<file path="config.mk">
export PLATFORM = sky130hd
export DESIGN_NAME = idq_chain
export DESIGN_NICKNAME = d
export VERILOG_FILES = /design/src/rtl/idq_pkg.sv /design/src/rtl/idq_cell.sv /design/src/rtl/idq_chain.sv
export SDC_FILE = /design/constraint.sdc
export NUM_CORES = 2
export LEC_CHECK = 0
export BUFFER_PORTS_ARGS = -buffer_cell sky130_fd_sc_hd__buf_4
export CORE_ASPECT_RATIO = 1.4
export CORE_UTILIZATION = 40
export CTS_CLUSTER_SIZE = 30
export DETAILED_ROUTE_END_ITERATION = 8
export PLACE_DENSITY = 0.64
export SLEW_MARGIN = 20
export SYNTH_ARGS = -nofsm -noshare
export SYNTH_HDL_FRONTEND = slang
export SYNTH_HIERARCHICAL = 1
export SYNTH_SLANG_ARGS = --single-unit
export TNS_END_PERCENT = 20
</file>
<file path="constraint.sdc">
create_clock -name clk -period 3.58 [get_ports clk]
set_input_delay 0 -clock clk [delete_from_list [all_inputs] [get_ports clk]]
set_output_delay 0 -clock clk [all_outputs]
set_load 0.1 [all_outputs]
</file>
<file path="src/rtl/idq_pkg.sv">
// ----------------------------------------------------------------------------
// idq_pkg - shared constants and types for the indexed ordered deque
// Sizes, operation and status codes, and the control word broadcast to the
// row of storage cells.
// ----------------------------------------------------------------------------
package idq_pkg;

  localparam int CAPACITY   = 16;
  localparam int WORD_WIDTH = 32;
  localparam int IDX_W      = $clog2(CAPACITY);
  localparam int CNT_W      = $clog2(CAPACITY + 1);

  // Fixed field widths of the channels
  localparam int OP_W   = 4;
  localparam int POS_W  = 5;
  localparam int ELEM_W = 32;
  localparam int STAT_W = 3;
  localparam int FIDX_W = 4;
  localparam int DATA_W = 32;
  localparam int LEN_W  = 5;

  localparam logic [OP_W-1:0] OP_PUSH_FRONT = 4'd0;
  localparam logic [OP_W-1:0] OP_PUSH_BACK  = 4'd1;
  localparam logic [OP_W-1:0] OP_INSERT_AT  = 4'd2;
  localparam logic [OP_W-1:0] OP_POP_FRONT  = 4'd3;
  localparam logic [OP_W-1:0] OP_POP_BACK   = 4'd4;
  localparam logic [OP_W-1:0] OP_REMOVE_AT  = 4'd5;
  localparam logic [OP_W-1:0] OP_SEARCH     = 4'd6;
  localparam logic [OP_W-1:0] OP_DUMP_FWD   = 4'd7;
  localparam logic [OP_W-1:0] OP_DUMP_BWD   = 4'd8;

  localparam logic [STAT_W-1:0] ST_OK       = 3'd0;
  localparam logic [STAT_W-1:0] ST_EMPTY    = 3'd1;
  localparam logic [STAT_W-1:0] ST_RANGE    = 3'd2;
  localparam logic [STAT_W-1:0] ST_NOTFOUND = 3'd3;
  localparam logic [STAT_W-1:0] ST_FULL     = 3'd4;

  typedef logic [WORD_WIDTH-1:0] word_t;

  // What every cell does in a cycle
  typedef enum logic [2:0] {
    CM_HOLD,
    CM_INS,
    CM_REM,
    CM_ROTF,
    CM_ROTB,
    CM_SRCH
  } cell_mode_t;

  typedef struct packed {
    cell_mode_t       mode;
    logic [CNT_W-1:0] pos;
    logic [CNT_W-1:0] occ;
    word_t            key;
  } cell_ctrl_t;

endpackage

</file>
<file path="src/rtl/idq_cell.sv">
// ----------------------------------------------------------------------------
// idq_cell - one storage cell of the deque row
// Holds one word; loads, takes a neighbour's word or holds as the broadcast
// control and its own position dictate. Registers a search match.
// ----------------------------------------------------------------------------
module idq_cell import idq_pkg::*; (
  input  logic             clk,
  input  cell_ctrl_t       ctrl,
  input  logic [IDX_W-1:0] idx,
  input  word_t            left_word,
  input  word_t            right_word,
  input  word_t            wrap_word,
  output word_t            word,
  output logic             match
);

  word_t            word_r;
  word_t            word_nxt;
  logic             match_r;
  logic [CNT_W-1:0] me;

  assign me    = CNT_W'(idx);
  assign word  = word_r;
  assign match = match_r;

  always_comb begin
    word_nxt = word_r;
    case (ctrl.mode)
      CM_INS: begin
        if (me > ctrl.pos) begin
          word_nxt = left_word;
        end else if (me == ctrl.pos) begin
          word_nxt = ctrl.key;
        end
      end
      CM_REM: begin
        if (me >= ctrl.pos) begin
          word_nxt = right_word;
        end
      end
      CM_ROTF: begin
        if ((me + 1'b1) == ctrl.occ) begin
          word_nxt = wrap_word;
        end else if (me < ctrl.occ) begin
          word_nxt = right_word;
        end
      end
      CM_ROTB: begin
        if (me == '0) begin
          word_nxt = wrap_word;
        end else if (me < ctrl.occ) begin
          word_nxt = left_word;
        end
      end
      default: begin
        word_nxt = word_r;
      end
    endcase
  end

  always_ff @(posedge clk) begin
    word_r <= word_nxt;
    if (ctrl.mode == CM_SRCH) begin
      match_r <= (word_r == ctrl.key) && (me < ctrl.occ);
    end
  end

endmodule

</file>
<file path="src/rtl/idq_chain.sv">
// ----------------------------------------------------------------------------
// idq_chain - row of deque cells
// Wires each cell to its neighbours, selects the front and back words and
// encodes the first registered search match.
// ----------------------------------------------------------------------------
module idq_chain import idq_pkg::*; (
  input  logic             clk,
  input  cell_ctrl_t       ctrl,
  output word_t            front_word,
  output word_t            tail_word,
  output logic             hit,
  output logic [IDX_W-1:0] hit_idx
);

  word_t            words   [CAPACITY];
  word_t            left_w  [CAPACITY];
  word_t            right_w [CAPACITY];
  logic [CAPACITY-1:0] match;
  logic [CNT_W-1:0] tail_pos;
  word_t            wrap_word;

  assign tail_pos   = ctrl.occ - 1'b1;
  assign tail_word  = words[tail_pos[IDX_W-1:0]];
  assign front_word = words[0];
  // Forward rotation feeds the front word to the back; backward the reverse
  assign wrap_word  = (ctrl.mode == CM_ROTB) ? tail_word : words[0];

  for (genvar g = 0; g < CAPACITY; g++) begin : g_cell
    if (g == 0) begin : g_lo
      assign left_w[g] = '0;
    end else begin : g_lo
      assign left_w[g] = words[g-1];
    end
    if (g == CAPACITY - 1) begin : g_hi
      assign right_w[g] = '0;
    end else begin : g_hi
      assign right_w[g] = words[g+1];
    end

    idq_cell u_cell (
      .clk        (clk),
      .ctrl       (ctrl),
      .idx        (IDX_W'(g)),
      .left_word  (left_w[g]),
      .right_word (right_w[g]),
      .wrap_word  (wrap_word),
      .word       (words[g]),
      .match      (match[g])
    );
  end

  always_comb begin
    hit     = |match;
    hit_idx = '0;
    for (int i = CAPACITY - 1; i >= 0; i--) begin
      if (match[i]) begin
        hit_idx = IDX_W'(i);
      end
    end
  end

endmodule

</file>
==> metrics.md <==
| Metric | Value |
|---|---|
| Worst skew pair latency | `roughly 690 ps` |
| Peak Freq | `roughly 280 MHz` |
| Global-route wire length before repair | `slightly below 400 mm` |
| Final setup viols | `1` |
| Total detailed-routing wirelength | `278 mm` |
| WP data arrival | `approximately 3600 ps` |
| Met1 usage in global routing | `about two fifths` |
| Pwr/cell area | `roughly 390 nW/um2` |
| Internal power | `14.3 mW` |
| Nets@finish | `a little under 7000` |
| Hold Fails Final Rpt | `0` |
| Port bufs | `114` |
| Crit. Startpoint | `g_cell[2].u_cell/match$_DFFE_PN_` |
| Final min period | `~3600 ps` |
| CTS max path bufs | `3` |
| GPL Wtd Cong | `around 1.1` |
| Min-delay worst type | `in -> reg` |
| Final Cycle Share | `101%` |
| Antenna-violating nets left | `0` |
| WS Path Type | `reg -> out` |
| TritonCTS clock tree | `done` |
| R2r startpoint | `g_cell[9].u_cell/word[11]$_DFFE_PP_` |
| Most frequent cells after synthesis | `684 x nand2_1, 528 x edfxtp_1, 520 x xor2_1` |
| Worst hold path cell count | `3` |
| Unrepaired setup endpoints after global routing | `false` |
| Critical Path End | `hit_idx[0]` |
| Initial antenna violation count | `21` |
| Asr flop ratio synth | `0%` |
| Die Span Y | `between 400 and 500 um` |
| Io pins | `about 120` |
| Die X | `around 320 um` |
| IR drop worst, VDD | `between 0.5 and 0.6 mV` |
| GR Overflow Total | `0` |
| Part of the power in combinational logic | `about two fifths` |
| Synth Flop Type | `edfxtp_1` |
| Largest net degree at the start of global routing | `68` |
| Worst setup slack after layout | `-33.9 ps` |
| Area of the core | `approximately 140000 um2` |
| Sequential power share | `between 30% and 40%` |
| Critical path launch point type | `register` |
| Avg WL per Cell | `~33 um` |
| Post-Layout Cell Count | `8451` |
| Top-count cell post-synth | `nand2_1` |
| R2r worst-path depth | `4` |
| R2R Path End | `g_cell[9].u_cell/match$_DFFE_PN_` |
| Crit. End Element | `output pin` |
| Mapped Area | `about 57000 um2` |
| Clock share of power | `roughly 26%` |
| Initial Util | `approximately two fifths` |
| Share of cells above drive strength 1 | `14.3%` |
| Post-CTS Setup Bufs | `0` |
| Psw | `roughly 11 mW` |
| Via Count | `between 50000 and 60000` |
| Relative slew slack | `-307%` |
| Met3 Use GR | `a little under a tenth` |
| Ranking of synthesized cells by area | `edfxtp_1 28%, xor2_1 8.1%, mux2i_1 6.9%` |
| EDFF count, synth | `roughly 530` |
| Synth warn | `6` |
| Clock transition at path regs | `around 60 ps` |
| Yosys top cell area share | `around 28%` |
| Leak | `24.2 nW` |
| Failing checks | `slew limit, setup timing` |
| Synthesis-to-finish area growth | `12.7%` |
| CTS root buf | `clkbuf_16` |
| Row cnt | `between 150 and 200` |
| Pins Over Slew Limit | `134` |
| Status | `finished, violations left` |
| GRT Util Overall | `a little under two fifths` |
| Leading area contributor after synthesis | `edfxtp_1` |
| Num CTS Buffers | `slightly above 60` |
| Worst-case clock skew | `21.9 ps` |
| Cell variety after synth | `77` |
| Drt drc | `0` |
| Post-DP HPWL | `192 mm` |
| WP data required | `between 3000 and 4000 ps` |
| Switch share | `between 40% and 50%` |
| Sequential share of the synthesized area | `roughly 28%` |
| Final Instance Area | `about 64000 um2` |
| Placed inst area | `approximately 60000 um2` |
| Syn Inst Count | `between 6000 and 7000` |
| Starting DRC count in detailed routing | `between 8000 and 9000` |
| Crit-path max FO | `4` |
| # clock sinks | `between 500 and 600` |
| Grt peak-use layer | `met2` |
| Avg Cell Area, Syn | `9.16 um2` |
| DR pass1 iterations | `8` |
| Worst Max-Slew Pin Slew | `between 6000 and 7000 ps` |
| DR vias/cell | `~6.8` |
| FF+latch count, synth | `roughly 530` |
| Met2 Use GR | `62.6%` |
| Dpl cells | `8282` |
| H-tree depth | `2` |
| Vias in the first global route | `~55000` |
| Count of maximum capacitance violations | `0` |
| Reg2Reg Setup Slack | `approximately 650 ps` |
| Die ar. | `143000 um2` |
## layout by cell type (no fill, tap or decap), drive strengths merged, types with 35 or more instances in the layout
master	synthesis	layout
nand2b	65	65
a21oi	407	407
nor2	484	484
nand4	36	36
a32oi	156	156
a221oi	140	140
nand2	684	684
o21a	183	183
clkinv	0	35
mux4	128	128
conb	2	432
clkbuf	223	76
nor3	46	46
edfxtp	528	528
a211oi	65	65
buf	222	353
a22oi	162	162
mux2i	388	388
xor2	534	534
ha	161	161
inv	206	208
xnor2	41	41
a22o	210	210
nor4	138	138
and2	36	36
and3	36	36
o21ai	514	514
## worst min path at each step
stage	start	endpoint
2_1_floorplan	ctrl[43]	g_cell[11].u_cell/match$_DFFE_PN_
4_1_cts	ctrl[24]	g_cell[12].u_cell/word[24]$_DFFE_PP_
5_1_grt	ctrl[24]	g_cell[12].u_cell/word[24]$_DFFE_PP_
6_report	ctrl[24]	g_cell[12].u_cell/word[24]$_DFFE_PP_
3_3_place_gp	ctrl[11]	g_cell[12].u_cell/word[11]$_DFFE_PP_
3_5_place_dp	ctrl[11]	g_cell[10].u_cell/word[11]$_DFFE_PP_
## state kept, by name, summed over array words and instances (netlist names)
register	flops
g_cell.u_cell/match	16
g_cell.u_cell/word	512
## stage by stage
stage          utilization [%]  TNS [ps]  total power, mW  setup slack (ps)  hold WS (ps)
2_1_floorplan                -   -148550             14.4              -734           198
6_report                  45.6     -33.9             25.0             -33.9          30.2
3_3_place_gp              43.9         0             17.7               522           574
3_5_place_dp              43.9         0             18.0               508           589
5_1_grt                   45.5         0             25.4              68.0          37.5
4_1_cts                   45.4         0             24.3              72.4        0.0833
## metal layers
layer | share of wire [%] | wire length, um | vias to the layer above
met1 | 32 | 87700 | 27270
met2 | 46 | 128000 | 4644
met4 | 11 | 31500 | 6
li1 | - | - | 23647
met5 | 0.017 | 46 | -
met3 | 11 | 30200 | 1545
## worst max-delay path, stage by stage (launching register included)
cell       delay, ps
edfxtp_1         490
a2111oi_0       1100
o21ai_0          240
o21a_1           220
o21ai_1          450
buf_4            420
## cell families after synthesis
kind of cell	count (synthesis)	synth area share (%)
AND/OR/NAND/NOR	1679	13.8
buffers and inverters	680	6.59
other	2	0.0133
adder cells (fa/ha/maj)	161	3.56
XOR/XNOR	575	9.25
flip-flops	528	28.0
multiplexers	548	12.7
AO/OA/AOI/OAI	1998	26.1
## repair_timing
action | CTS | global route
hold buffers | 32 | 0
setup endpoints to repair | 0 | 0
hold endpoints to repair | 111 | 0
gates resized for setup | 0 | 0
## power by group through the flow
stage / combinational [mW] / clock (mW) / sequential (mW)
after floorplan: 5.67 / 0 / 8.77
after global placement: 8.82 / 0 / 8.93
after detailed placement: 9.01 / 0 / 8.95
after CTS: 9.07 / 6.38 / 8.83
after global routing: 9.86 / 6.59 / 8.94
final: 9.60 / 6.43 / 8.93
## final cells by class
| type | count | area [um2] |
|---|---|---|
| Timing Repair Buffer | 386 | 3400 |
| Multi-Input combinational cell | 5393 | 39500 |
| Tap cell | 1804 | 2260 |
| Antenna cell | 18 | 45.0 |
| Clock buffer | 75 | 1620 |
| Clock inverter | 41 | 259 |
| Sequential cell | 528 | 15900 |
| Inverter | 206 | 773 |
| Fill cell | 13390 | 76100 |
Power figures use the tool's default switching activity.
